File: config.mk
export PLATFORM = sky130hd
export DESIGN_NAME = keypad_multitap_char_entry_top_flat
export DESIGN_NICKNAME = d
export VERILOG_FILES = /design/src/sv/kmc_pkg.sv /design/src/sv/kmc_if.sv /design/src/sv/kmc_csr.sv /design/src/sv/kmc_core.sv /design/src/sv/keypad_multitap_char_entry_top.sv /design/src/flat_wrapper.sv
export SDC_FILE = /design/constraint.sdc
export NUM_CORES = 1
export LEC_CHECK = 0
export BUFFER_PORTS_ARGS = -buffer_cell sky130_fd_sc_hd__buf_2
export CORE_AREA = 2 2 120 122
export CTS_BUF_LIST = sky130_fd_sc_hd__clkbuf_4 sky130_fd_sc_hd__clkbuf_8
export DETAILED_ROUTE_END_ITERATION = 10
export DIE_AREA = 0 0 122 124
export HOLD_SLACK_MARGIN = 0.02
export PLACE_DENSITY = 0.8
export SLEW_MARGIN = 20
export SYNTH_ARGS = -nofsm -noshare
export SYNTH_HDL_FRONTEND = slang
export SYNTH_SLANG_ARGS = --single-unit
File: constraint.sdc
create_clock -name clock -period 9.4 [get_ports clock]
set_input_delay 0.94 -clock clock [delete_from_list [all_inputs] [get_ports clock]]
set_output_delay 0.94 -clock clock [all_outputs]
set_load 0.01 [all_outputs]
File: src/sv/kmc_pkg.sv
// Shared constants, codes and the character series lookup for the multi-tap entry block.
// Used by the interfaces, the register port and the core; depends on nothing.
package kmc_pkg;

   // Field widths.
   localparam int ACTION_W = 3;
   localparam int KEY_W    = 4;
   localparam int TIME_W   = 32;
   localparam int POS_W    = 5;
   localparam int CHAR_W   = 7;
   localparam int MODE_W   = 2;
   localparam int TMO_W    = 16;

   // Configuration port.
   localparam int CSR_ADDR_W = 3;
   localparam int CSR_DATA_W = 32;
   localparam logic CSR_IDX_TIMEOUT = 1'b0;
   localparam logic [TMO_W-1:0] TIMEOUT_RESET = 16'd1000;

   // Action codes.
   localparam logic [ACTION_W-1:0] ACT_DIGIT   = 3'd0;
   localparam logic [ACTION_W-1:0] ACT_TICK    = 3'd1;
   localparam logic [ACTION_W-1:0] ACT_SHIFT   = 3'd2;
   localparam logic [ACTION_W-1:0] ACT_CAPS    = 3'd3;
   localparam logic [ACTION_W-1:0] ACT_SYMBOLS = 3'd4;

   // Letter modes.
   localparam logic [MODE_W-1:0] MODE_LOWER   = 2'd0;
   localparam logic [MODE_W-1:0] MODE_CAPS    = 2'd1;
   localparam logic [MODE_W-1:0] MODE_SYMBOLS = 2'd2;

   localparam logic [KEY_W-1:0]  KEY_MAX     = 4'd9;
   localparam logic [CHAR_W-1:0] CASE_OFFSET = 7'd32;
   localparam logic [CHAR_W-1:0] ASCII_UC_A  = 7'h41;
   localparam logic [CHAR_W-1:0] ASCII_UC_Z  = 7'h5A;
   localparam logic [CHAR_W-1:0] ASCII_ZERO  = 7'h30;

   // Number of characters in each key's series.
   function automatic logic [POS_W-1:0] series_len(input logic [KEY_W-1:0] key);
      logic [POS_W-1:0] len;
      case (key)
         4'd0:    len = 5'd21;
         4'd1:    len = 5'd14;
         4'd7:    len = 5'd5;
         4'd9:    len = 5'd5;
         default: len = 5'd4;
      endcase
      return len;
   endfunction

   // First letter of a letter key (keys two to nine).
   function automatic logic [CHAR_W-1:0] letter_base(input logic [KEY_W-1:0] key);
      logic [CHAR_W-1:0] base;
      case (key)
         4'd2:    base = 7'h41;
         4'd3:    base = 7'h44;
         4'd4:    base = 7'h47;
         4'd5:    base = 7'h4A;
         4'd6:    base = 7'h4D;
         4'd7:    base = 7'h50;
         4'd8:    base = 7'h54;
         default: base = 7'h57;
      endcase
      return base;
   endfunction

   // Punctuation series of key zero.
   function automatic logic [CHAR_W-1:0] key0_char(input logic [POS_W-1:0] pos);
      logic [CHAR_W-1:0] ch;
      case (pos)
         5'd0:    ch = 7'h20;
         5'd1:    ch = 7'h21;
         5'd2:    ch = 7'h40;
         5'd3:    ch = 7'h23;
         5'd4:    ch = 7'h24;
         5'd5:    ch = 7'h25;
         5'd6:    ch = 7'h5E;
         5'd7:    ch = 7'h26;
         5'd8:    ch = 7'h2A;
         5'd9:    ch = 7'h28;
         5'd10:   ch = 7'h29;
         5'd11:   ch = 7'h5B;
         5'd12:   ch = 7'h5D;
         5'd13:   ch = 7'h7B;
         5'd14:   ch = 7'h7D;
         5'd15:   ch = 7'h3C;
         5'd16:   ch = 7'h3E;
         5'd17:   ch = 7'h2F;
         5'd18:   ch = 7'h5C;
         5'd19:   ch = 7'h7C;
         default: ch = 7'h30;
      endcase
      return ch;
   endfunction

   // Punctuation series of key one.
   function automatic logic [CHAR_W-1:0] key1_char(input logic [POS_W-1:0] pos);
      logic [CHAR_W-1:0] ch;
      case (pos)
         5'd0:    ch = 7'h2E;
         5'd1:    ch = 7'h2C;
         5'd2:    ch = 7'h3B;
         5'd3:    ch = 7'h3A;
         5'd4:    ch = 7'h27;
         5'd5:    ch = 7'h22;
         5'd6:    ch = 7'h2D;
         5'd7:    ch = 7'h2B;
         5'd8:    ch = 7'h5F;
         5'd9:    ch = 7'h3D;
         5'd10:   ch = 7'h3F;
         5'd11:   ch = 7'h60;
         5'd12:   ch = 7'h7E;
         default: ch = 7'h31;
      endcase
      return ch;
   endfunction

   // Character at a position of a key's series; the last entry is the digit itself.
   function automatic logic [CHAR_W-1:0] series_char(input logic [KEY_W-1:0] key,
                                                     input logic [POS_W-1:0] pos);
      logic [CHAR_W-1:0] ch;
      case (key)
         4'd0: ch = key0_char(pos);
         4'd1: ch = key1_char(pos);
         default: begin
            if (pos == series_len(key) - 5'd1) begin
               ch = ASCII_ZERO + {3'd0, key};
            end else begin
               ch = letter_base(key) + {2'd0, pos};
            end
         end
      endcase
      return ch;
   endfunction

endpackage

File: src/sv/kmc_if.sv
// Valid/ready channel interfaces for key events and result beats.
// Depends on kmc_pkg for field widths.
interface kmc_req_if;
   logic                           valid;
   logic                           ready;
   logic [kmc_pkg::ACTION_W-1:0]   action;
   logic [kmc_pkg::KEY_W-1:0]      key_number;
   logic [kmc_pkg::TIME_W-1:0]     now_ms;

   modport source (output valid, output action, output key_number, output now_ms,
                   input ready);
   modport sink   (input valid, input action, input key_number, input now_ms,
                   output ready);
endinterface

interface kmc_rsp_if;
   logic                           valid;
   logic                           ready;
   logic                           char_valid;
   logic [kmc_pkg::CHAR_W-1:0]     char_code;
   logic                           replace_last;
   logic                           shift_on;
   logic [kmc_pkg::MODE_W-1:0]     letter_mode;

   modport source (output valid, output char_valid, output char_code,
                   output replace_last, output shift_on, output letter_mode,
                   input ready);
   modport sink   (input valid, input char_valid, input char_code,
                   input replace_last, input shift_on, input letter_mode,
                   output ready);
endinterface

File: src/sv/kmc_csr.sv
// APB-style register port holding the repeat timeout.
// Depends on kmc_pkg for the address map and reset value.
module kmc_csr (
   input  logic                           clock,
   input  logic                           reset,
   input  logic                           csr_psel,
   input  logic                           csr_penable,
   input  logic                           csr_pwrite,
   input  logic [kmc_pkg::CSR_ADDR_W-1:0] csr_paddr,
   input  logic [kmc_pkg::CSR_DATA_W-1:0] csr_pwdata,
   output logic [kmc_pkg::CSR_DATA_W-1:0] csr_prdata,
   output logic                           csr_pready,
   output logic [kmc_pkg::TMO_W-1:0]      timeout_ms
);

   logic [kmc_pkg::TMO_W-1:0] timeout_ff;
   logic [kmc_pkg::TMO_W-1:0] timeout_in;
   logic                      wr_en;
   logic                      sel_timeout;

   assign csr_pready  = 1'b1;
   assign sel_timeout = (csr_paddr[kmc_pkg::CSR_ADDR_W-1] == kmc_pkg::CSR_IDX_TIMEOUT);
   assign wr_en       = csr_psel && csr_penable && csr_pwrite && sel_timeout;

   // Register write in the access phase.
   always_comb begin
      timeout_in = timeout_ff;
      if (wr_en) begin
         timeout_in = csr_pwdata[kmc_pkg::TMO_W-1:0];
      end
   end

   always_ff @(posedge clock) begin
      if (reset) begin
         timeout_ff <= kmc_pkg::TIMEOUT_RESET;
      end else begin
         timeout_ff <= timeout_in;
      end
   end

   // Read back; addresses with the top address bit set read as zero, the others all read the register.
   always_comb begin
      csr_prdata = '0;
      if (sel_timeout) begin
         csr_prdata = {{(kmc_pkg::CSR_DATA_W - kmc_pkg::TMO_W){1'b0}}, timeout_ff};
      end
   end

   assign timeout_ms = timeout_ff;

endmodule

File: src/sv/kmc_core.sv
// Multi-tap core: input register, entry state update and result register.
// Depends on kmc_pkg and the channel interfaces in kmc_if.
module kmc_core (
   input  logic                      clock,
   input  logic                      reset,
   input  logic [kmc_pkg::TMO_W-1:0] timeout_ms,
   kmc_req_if.sink                   req_chan,
   kmc_rsp_if.source                 rsp_chan
);

   // Input stage.
   logic                          s1_valid_ff, s1_valid_in;
   logic [kmc_pkg::ACTION_W-1:0]  s1_action_ff, s1_action_in;
   logic [kmc_pkg::KEY_W-1:0]     s1_key_ff, s1_key_in;
   logic [kmc_pkg::TIME_W-1:0]    s1_now_ff, s1_now_in;

   // Entry state.
   logic                          pending_ff, pending_in;
   logic [kmc_pkg::TIME_W-1:0]    last_time_ff, last_time_in;
   logic [kmc_pkg::KEY_W-1:0]     last_key_ff, last_key_in;
   logic [kmc_pkg::POS_W-1:0]     pos_ff, pos_in;
   logic                          shift_ff, shift_in;
   logic [kmc_pkg::MODE_W-1:0]    mode_ff, mode_in;

   // Result stage.
   logic                          out_valid_ff, out_valid_in;
   logic                          out_cvalid_ff, out_cvalid_in;
   logic [kmc_pkg::CHAR_W-1:0]    out_code_ff, out_code_in;
   logic                          out_replace_ff, out_replace_in;
   logic                          out_shift_ff, out_shift_in;
   logic [kmc_pkg::MODE_W-1:0]    out_mode_ff, out_mode_in;

   logic                          advance;
   logic                          take_req;
   logic [kmc_pkg::TIME_W-1:0]    deadline;
   logic                          timed_out;
   logic                          restart;
   logic [kmc_pkg::POS_W-1:0]     pos_next;
   logic [kmc_pkg::CHAR_W-1:0]    raw_char;
   logic                          upper;

   // The held item moves on when the result register is free or being drained.
   assign advance          = s1_valid_ff && (!out_valid_ff || rsp_chan.ready);
   assign req_chan.ready   = !s1_valid_ff || advance;
   assign take_req         = req_chan.valid && req_chan.ready;

   always_comb begin
      s1_valid_in  = s1_valid_ff;
      s1_action_in = s1_action_ff;
      s1_key_in    = s1_key_ff;
      s1_now_in    = s1_now_ff;
      if (take_req) begin
         s1_valid_in  = 1'b1;
         s1_action_in = req_chan.action;
         s1_key_in    = req_chan.key_number;
         s1_now_in    = req_chan.now_ms;
      end else if (advance) begin
         s1_valid_in = 1'b0;
      end
   end

   // Timeout test against the last press, wrapping modulo 2^32.
   assign deadline  = last_time_ff + {{(kmc_pkg::TIME_W - kmc_pkg::TMO_W){1'b0}}, timeout_ms};
   assign timed_out = deadline < s1_now_ff;
   assign restart   = !pending_ff || (s1_key_ff != last_key_ff) || timed_out;

   // Next position in the series for a repeat press, wrapping at its end.
   always_comb begin
      pos_next = pos_ff + 5'd1;
      if (pos_next >= kmc_pkg::series_len(s1_key_ff)) begin
         pos_next = '0;
      end
   end

   // State update for the held item.
   always_comb begin
      pending_in     = pending_ff;
      last_time_in   = last_time_ff;
      last_key_in    = last_key_ff;
      pos_in         = pos_ff;
      shift_in       = shift_ff;
      mode_in        = mode_ff;
      out_cvalid_in  = 1'b0;
      out_replace_in = 1'b0;
      case (s1_action_ff)
         kmc_pkg::ACT_DIGIT: begin
            if (s1_key_ff <= kmc_pkg::KEY_MAX) begin
               // A fresh series after a pending press drops shift and symbol mode.
               if (pending_ff && restart) begin
                  shift_in = 1'b0;
                  if (mode_ff == kmc_pkg::MODE_SYMBOLS) begin
                     mode_in = kmc_pkg::MODE_LOWER;
                  end
               end
               pos_in         = restart ? '0 : pos_next;
               out_replace_in = !restart;
               out_cvalid_in  = 1'b1;
               last_key_in    = s1_key_ff;
               last_time_in   = s1_now_ff;
               pending_in     = 1'b1;
            end
         end
         kmc_pkg::ACT_TICK: begin
            if (pending_ff && timed_out) begin
               shift_in   = 1'b0;
               pending_in = 1'b0;
               if (mode_ff == kmc_pkg::MODE_SYMBOLS) begin
                  mode_in = kmc_pkg::MODE_LOWER;
               end
            end
         end
         kmc_pkg::ACT_SHIFT: begin
            shift_in = !shift_ff;
         end
         kmc_pkg::ACT_CAPS: begin
            if (mode_ff == kmc_pkg::MODE_LOWER) begin
               mode_in = kmc_pkg::MODE_CAPS;
            end else if (mode_ff == kmc_pkg::MODE_CAPS) begin
               mode_in = kmc_pkg::MODE_LOWER;
            end
         end
         kmc_pkg::ACT_SYMBOLS: begin
            mode_in = (mode_ff == kmc_pkg::MODE_SYMBOLS) ? kmc_pkg::MODE_LOWER
                                                         : kmc_pkg::MODE_SYMBOLS;
         end
         default: begin
         end
      endcase
   end

   // Character lookup and case folding, using shift and mode after the update.
   assign raw_char = kmc_pkg::series_char(s1_key_ff, pos_in);
   assign upper    = ((mode_in == kmc_pkg::MODE_CAPS) && !shift_in) ||
                     ((mode_in == kmc_pkg::MODE_LOWER) && shift_in);

   always_comb begin
      out_code_in = '0;
      if (out_cvalid_in) begin
         out_code_in = raw_char;
         if (!upper && raw_char >= kmc_pkg::ASCII_UC_A && raw_char <= kmc_pkg::ASCII_UC_Z) begin
            out_code_in = raw_char + kmc_pkg::CASE_OFFSET;
         end
      end
      out_shift_in = shift_in;
      out_mode_in  = mode_in;
   end

   // Result beat valid: set by an advancing item, cleared when taken.
   always_comb begin
      out_valid_in = out_valid_ff;
      if (advance) begin
         out_valid_in = 1'b1;
      end else if (rsp_chan.ready) begin
         out_valid_in = 1'b0;
      end
   end

   // Control registers.
   always_ff @(posedge clock) begin
      if (reset) begin
         s1_valid_ff  <= 1'b0;
         out_valid_ff <= 1'b0;
         pending_ff   <= 1'b0;
         last_time_ff <= '0;
         last_key_ff  <= '0;
         pos_ff       <= '0;
         shift_ff     <= 1'b0;
         mode_ff      <= kmc_pkg::MODE_LOWER;
      end else begin
         s1_valid_ff  <= s1_valid_in;
         out_valid_ff <= out_valid_in;
         if (advance) begin
            pending_ff   <= pending_in;
            last_time_ff <= last_time_in;
            last_key_ff  <= last_key_in;
            pos_ff       <= pos_in;
            shift_ff     <= shift_in;
            mode_ff      <= mode_in;
         end
      end
   end

   // Payload registers.
   always_ff @(posedge clock) begin
      s1_action_ff <= s1_action_in;
      s1_key_ff    <= s1_key_in;
      s1_now_ff    <= s1_now_in;
      if (advance) begin
         out_cvalid_ff  <= out_cvalid_in;
         out_code_ff    <= out_code_in;
         out_replace_ff <= out_replace_in;
         out_shift_ff   <= out_shift_in;
         out_mode_ff    <= out_mode_in;
      end
   end

   assign rsp_chan.valid        = out_valid_ff;
   assign rsp_chan.char_valid   = out_cvalid_ff;
   assign rsp_chan.char_code    = out_code_ff;
   assign rsp_chan.replace_last = out_replace_ff;
   assign rsp_chan.shift_on     = out_shift_ff;
   assign rsp_chan.letter_mode  = out_mode_ff;

endmodule

File: src/sv/keypad_multitap_char_entry_top.sv
// Multi-tap character entry: an accepted event beat passes the input register, then the
// result register, on its way to its result beat; one event is taken every cycle while the
// result register is free or being drained, with the state update between the two registers.
// Synchronous active-high reset clears the entry state to lower case with no pending
// press and loads the timeout register with 1000 ms; no clearing pass is needed.
// Depends on kmc_pkg, kmc_if, kmc_csr and kmc_core.
module keypad_multitap_char_entry_top (
   input  logic                           clock,
   input  logic                           reset,
   kmc_req_if.sink                        req_chan,
   kmc_rsp_if.source                      rsp_chan,
   input  logic                           csr_psel,
   input  logic                           csr_penable,
   input  logic                           csr_pwrite,
   input  logic [kmc_pkg::CSR_ADDR_W-1:0] csr_paddr,
   input  logic [kmc_pkg::CSR_DATA_W-1:0] csr_pwdata,
   output logic [kmc_pkg::CSR_DATA_W-1:0] csr_prdata,
   output logic                           csr_pready
);

   logic [kmc_pkg::TMO_W-1:0] timeout_ms;

   // Register port.
   kmc_csr u_csr (
      .clock       (clock),
      .reset       (reset),
      .csr_psel    (csr_psel),
      .csr_penable (csr_penable),
      .csr_pwrite  (csr_pwrite),
      .csr_paddr   (csr_paddr),
      .csr_pwdata  (csr_pwdata),
      .csr_prdata  (csr_prdata),
      .csr_pready  (csr_pready),
      .timeout_ms  (timeout_ms)
   );

   // Entry engine.
   kmc_core u_core (
      .clock      (clock),
      .reset      (reset),
      .timeout_ms (timeout_ms),
      .req_chan   (req_chan),
      .rsp_chan   (rsp_chan)
   );

endmodule

File: src/flat_wrapper.sv
// flat-port wrapper written by rule: the top's interface ports become plain ports
module keypad_multitap_char_entry_top_flat 
  (clock, reset, csr_psel, csr_penable, csr_pwrite, csr_paddr, csr_pwdata, csr_prdata, csr_pready, req_chan_valid, req_chan_action, req_chan_key_number, req_chan_now_ms, req_chan_ready, rsp_chan_valid, rsp_chan_char_valid, rsp_chan_char_code, rsp_chan_replace_last, rsp_chan_shift_on, rsp_chan_letter_mode, rsp_chan_ready);
  kmc_req_if req_chan_i ();
  kmc_rsp_if rsp_chan_i ();
  input  logic clock;
  input  logic reset;
  input  logic csr_psel;
  input  logic csr_penable;
  input  logic csr_pwrite;
  input  logic [kmc_pkg::CSR_ADDR_W-1:0] csr_paddr;
  input  logic [kmc_pkg::CSR_DATA_W-1:0] csr_pwdata;
  output logic [kmc_pkg::CSR_DATA_W-1:0] csr_prdata;
  output logic csr_pready;
  input wire logic [$bits(req_chan_i.valid)-1:0] req_chan_valid;
  input wire logic [$bits(req_chan_i.action)-1:0] req_chan_action;
  input wire logic [$bits(req_chan_i.key_number)-1:0] req_chan_key_number;
  input wire logic [$bits(req_chan_i.now_ms)-1:0] req_chan_now_ms;
  output wire logic [$bits(req_chan_i.ready)-1:0] req_chan_ready;
  output wire logic [$bits(rsp_chan_i.valid)-1:0] rsp_chan_valid;
  output wire logic [$bits(rsp_chan_i.char_valid)-1:0] rsp_chan_char_valid;
  output wire logic [$bits(rsp_chan_i.char_code)-1:0] rsp_chan_char_code;
  output wire logic [$bits(rsp_chan_i.replace_last)-1:0] rsp_chan_replace_last;
  output wire logic [$bits(rsp_chan_i.shift_on)-1:0] rsp_chan_shift_on;
  output wire logic [$bits(rsp_chan_i.letter_mode)-1:0] rsp_chan_letter_mode;
  input wire logic [$bits(rsp_chan_i.ready)-1:0] rsp_chan_ready;
  assign req_chan_i.valid = req_chan_valid;
  assign req_chan_i.action = req_chan_action;
  assign req_chan_i.key_number = req_chan_key_number;
  assign req_chan_i.now_ms = req_chan_now_ms;
  assign req_chan_ready = req_chan_i.ready;
  assign rsp_chan_valid = rsp_chan_i.valid;
  assign rsp_chan_char_valid = rsp_chan_i.char_valid;
  assign rsp_chan_char_code = rsp_chan_i.char_code;
  assign rsp_chan_replace_last = rsp_chan_i.replace_last;
  assign rsp_chan_shift_on = rsp_chan_i.shift_on;
  assign rsp_chan_letter_mode = rsp_chan_i.letter_mode;
  assign rsp_chan_i.ready = rsp_chan_ready;
  keypad_multitap_char_entry_top u_core (.clock(clock), .reset(reset), .req_chan(req_chan_i), .rsp_chan(rsp_chan_i), .csr_psel(csr_psel), .csr_penable(csr_penable), .csr_pwrite(csr_pwrite), .csr_paddr(csr_paddr), .csr_pwdata(csr_pwdata), .csr_prdata(csr_prdata), .csr_pready(csr_pready));
endmodule
==> summary.txt <==
Status
  • Run status: complete, no violations

Power
  • Switch Pwr: 0.000306 W
  • Int Power: 0.000821 W
  • Sequential Power Share: 0.489
  • Static leakage: 3.80 nW
  • Proportion of power drawn by the clock network: 0.410
  • Logic gate share of total power: 0.102
  • Worst voltage drop across the vdd grid: 0.000118 V
  • Switching Share: 0.272
  • Overall power of the completed layout: 0.00113 W
  • PwrDens: 126 mW/mm²

Final layout
  • Synth-to-layout area growth: 10.5%
  • Antenna Diode Count: 0
  • Filler Cells Inserted: 1182
  • Final layout net count: 1190
  • Final cell utilization of the core: 0.654
  • Fraction of final layout cells with drive strength greater than 1: 0.158
  • Post-layout instance count excluding filler cells: 1230

Clocking
  • CTS tree: built
  • Post-CTS Setup Bufs: 0
  • Clock sinks: 114
  • Clock buffer count from CTS: 17
  • Clock slew at reported path FFs: 0.08 ns
  • CTS HTree Levels: 4
  • Buffer type at the clock tree root: sky130_fd_sc_hd__clkbuf_8
  • Clock Tree Buf Depth: 2
  • Clock insertion delay at the later pin of the skew report: 0.45 ns

Timing
  • Fin. max-slew vios: 0
  • Post-layout minimum cycle time: 8.57 ns
  • Fmax: 117 MHz
  • Period utilisation layout: 0.912
  • Worst-case clock skew: 0.0104 ns
  • Hold violation total from the final report: 0
  • Slew @ Worst Pin: 0.974 ns
  • Fin Setup TNS: 0 ns
  • Worst Hold Slack: 0.460 ns
  • Final number of setup-violating endpoints: 0
  • Slew HR: 0.351
  • RSZ-0062 raised after global routing: no

Logic synthesis
  • Most area-consuming cells after synthesis: sky130_fd_sc_hd__edfxtp_1 (19%), sky130_fd_sc_hd__dfxtp_1 (16%), sky130_fd_sc_hd__ha_1 (11%)
  • Most used flip-flop cell after synthesis: sky130_fd_sc_hd__dfxtp_1
  • Most frequent cells after synthesis: sky130_fd_sc_hd__nand2_1 (154), sky130_fd_sc_hd__a21oi_1 (96), sky130_fd_sc_hd__inv_1 (73), sky130_fd_sc_hd__ha_1 (70), sky130_fd_sc_hd__dfxtp_1 (63)
  • Synthesized instance count: 971
  • Async set-reset flop share out of synthesis: 0
  • Post-synth top area cell: sky130_fd_sc_hd__edfxtp_1
  • Yosys cell types: 90
  • Yosys warns: 0
  • Share of the synthesized area in the top cell type: 0.189
  • Most instantiated library cell after synthesis: sky130_fd_sc_hd__nand2_1
  • #FFs+latches synth: 114
  • Synthesized area: 0.00812 mm²
  • Sequential element share of the synthesized area: 0.344
  • EDFF count, synth: 51
  • Average size of a mapped cell: 8.36 µm²

Worst hold path
  • Worst hold path depth: 2
  • Min-Delay Startpoint: u_core.u_core.last_time_ff[0]
  • Hold Crit Endpoint: u_core.u_core.last_time_ff[0]
  • Path type of the worst min-delay path: reg2reg

Die
  • Area of the core region: 0.0137 mm²
  • DIE HEIGHT: 124 µm
  • Initial Utilization: 0.592
  • Ports: 128
  • Area of the die: 0.0151 mm²
  • Placement row count: 43
  • Die width: 122 µm

Worst setup path
  • Worst path most repeated cell: sky130_fd_sc_hd__o21ai_0
  • Reg-to-reg critical path startpoint: u_core.u_csr.timeout_ms[0]
  • Slowest library cell on the worst path: sky130_fd_sc_hd__or4_1
  • Slowest Stage Delay on Critical Path: 0.53 ns
  • Critical register-to-register path endpoint: u_core.u_core.rsp_chan.char_code[6]
  • Depth of the most critical reg-to-reg path: 36
  • CP Data Required Time: 9.71 ns
  • Classification of the worst setup path: reg2reg
  • Critical Path Sink Type: register
  • Data arrival, critical path: 8.88 ns
  • Type of origin of the critical path: register
  • Crit. Startpoint: u_core.u_csr.timeout_ms[0]
  • Worst-path fanout max: 9
  • Reg-to-reg slack, setup: 0.83 ns

Placed design
  • HPWL after DPL: 13500 µm
  • Number of buffer cells added on primary ports: 92
  • Placed cell count: 1198
  • GPL Wtd Cong: 1.01

Detailed routing
  • Remaining design rule violation count: 0
  • Detailed Routing Iterations Pass 1: 5
  • Via total after detailed routing: 7168
  • Total length of routed wires: 19000 µm
  • Wire length per cell after detailed routing: 15.4 µm
  • Avg Vias per Cell: 5.83
  • Remaining number of nets flagged by the antenna check after routing: 0
  • Number of design-rule violations left by the first detailed-router iteration: 559

GRT
  • Number of global-route vias before repair: 6626
  • Combined global-route utilization of all metal layers: 0.261
  • Aggregate global routing overflow: 0
  • Global-route wire length before repair: 31300 µm
  • Number of antenna violations at the first check in global routing: 0
  • Largest net degree at the start of global routing: 64

Flow run
  • Max_cap viols: 0
## worst max-delay path: cells and delay by family, from the launching register on
family	cells	cell delay, ns
buf+inv	2	0.13
compound gates	20	4.50
fa+ha+maj	5	1.43
simple gates	8	1.81
flops	1	0.36
mux	1	0.20
## timing repair
item                                    CTS  global route
hold buffers                              0             0
endpoints found under the setup margin    0             1
gates resized for setup                   0             1
## per-stage QoR
stage	cell area, µm²	setup WS [ns]
2_1_floorplan	8170	2.07
3_3_place_gp	8570	1.06
3_5_place_dp	8570	0.874
4_1_cts	8960	0.826
5_1_grt	8970	0.0923
6_report	8970	0.826
## cell type report
cell class / instances / area (µm²) / share of cell area
Clock buffer: 17 / 234 / 0.0261
Clock inverter: 15 / 156 / 0.0174
Inverter: 77 / 294 / 0.0328
Multi-Input combinational cell: 731 / 4780 / 0.533
Sequential cell: 114 / 2790 / 0.311
Tap cell: 180 / 225 / 0.0251
Timing Repair Buffer: 96 / 490 / 0.0547
## layer usage
metal	part of all wire	global-route usage	wire length (µm)
met2	0.48	0.434	9080
met1	0.44	0.329	8290
met5	0	0	0
met3	0.058	0.0591	1110
met4	0.027	0.107	505
## power by group through the flow
stage | combinational, W | sequential (W) | clock [W]
after floorplan | 0.0000845 | 0.000556 | 0
after global placement | 0.000110 | 0.000561 | 0
after detailed placement | 0.000113 | 0.000562 | 0
after CTS | 0.000114 | 0.000551 | 0.000469
after global routing | 0.000129 | 0.000553 | 0.000488
final | 0.000115 | 0.000551 | 0.000462
## state kept, by name (all words and copies together) (netlist names), 2 cells and up
name,cells
u_core.u_core.last_time_ff,32
u_core.u_core.s1_now_ff,32
u_core.u_csr.timeout_ms,16
u_core.u_core.rsp_chan.char_code,7
u_core.u_core.pos_ff,5
u_core.u_core.last_key_ff,4
u_core.u_core.s1_key_ff,4
u_core.u_core.s1_action_ff,3
u_core.u_core.mode_ff,2
u_core.u_core.rsp_chan.letter_mode,2
## cells by family (layout without fill, tap and decap cells)
group                      Yosys count  after routing  synth area share
buffers and inverters              141            205            0.0757
adders and majority gates           72             72             0.113
muxes                               10             10            0.0140
DFF                                114            114             0.344
and+or+nand+nor                    361            361             0.221
xor gates and xnor gates            29             29            0.0331
AOI/OAI and AO/OA                  242            242             0.198
other                                2             17          0.000925
## cells in the final DEF (no fill, tap or decap), types with 5 or more instances in the layout
| cell | netlist | final |
|---|---|---|
| sky130_fd_sc_hd__nand3_1 | 22 | 22 |
| sky130_fd_sc_hd__nand2b_1 | 8 | 8 |
| sky130_fd_sc_hd__a211oi_1 | 11 | 11 |
| sky130_fd_sc_hd__and2_1 | 8 | 7 |
| sky130_fd_sc_hd__xor2_1 | 5 | 5 |
| sky130_fd_sc_hd__nor2b_1 | 20 | 20 |
| sky130_fd_sc_hd__xnor2_1 | 22 | 22 |
| sky130_fd_sc_hd__ha_1 | 70 | 70 |
| sky130_fd_sc_hd__nand2_1 | 154 | 153 |
| sky130_fd_sc_hd__mux2i_1 | 8 | 8 |
| sky130_fd_sc_hd__o211ai_1 | 9 | 9 |
| sky130_fd_sc_hd__and3_1 | 10 | 10 |
| sky130_fd_sc_hd__nand4_1 | 15 | 15 |
| sky130_fd_sc_hd__dfxtp_1 | 63 | 63 |
| sky130_fd_sc_hd__and4_1 | 5 | 5 |
| sky130_fd_sc_hd__buf_2 | 7 | 92 |
| sky130_fd_sc_hd__a21boi_0 | 6 | 6 |
| sky130_fd_sc_hd__a21oi_1 | 96 | 95 |
| sky130_fd_sc_hd__o211a_1 | 5 | 5 |
| sky130_fd_sc_hd__or4_1 | 5 | 5 |
| sky130_fd_sc_hd__a22oi_1 | 5 | 5 |
| sky130_fd_sc_hd__a21o_1 | 11 | 11 |
| sky130_fd_sc_hd__nor2_1 | 53 | 52 |
| sky130_fd_sc_hd__nor3_1 | 16 | 16 |
| sky130_fd_sc_hd__inv_1 | 73 | 73 |
| sky130_fd_sc_hd__o21ai_0 | 31 | 31 |
| sky130_fd_sc_hd__nor4_1 | 7 | 7 |
| sky130_fd_sc_hd__clkbuf_8 | 0 | 17 |
| sky130_fd_sc_hd__edfxtp_1 | 51 | 51 |
| sky130_fd_sc_hd__conb_1 | 2 | 17 |
| sky130_fd_sc_hd__a31oi_1 | 9 | 9 |
| sky130_fd_sc_hd__nand3b_1 | 10 | 10 |
## how the worst max path moves through the flow
stage | endpoint | slack [ns] | depth (start not counted)
after global routing | u_core.u_core.rsp_chan.char_code[5] | 0.09 | 36
final | u_core.u_core.rsp_chan.char_code[6] | 0.83 | 36
after CTS | u_core.u_core.rsp_chan.char_code[6] | 0.83 | 36
after global placement | u_core.u_core.rsp_chan.char_code[5] | 1.06 | 36
after floorplan | u_core.u_core.rsp_chan.char_code[5] | 2.07 | 36
after detailed placement | u_core.u_core.rsp_chan.char_code[6] | 0.87 | 36
(Power assumes the default switching activity.)
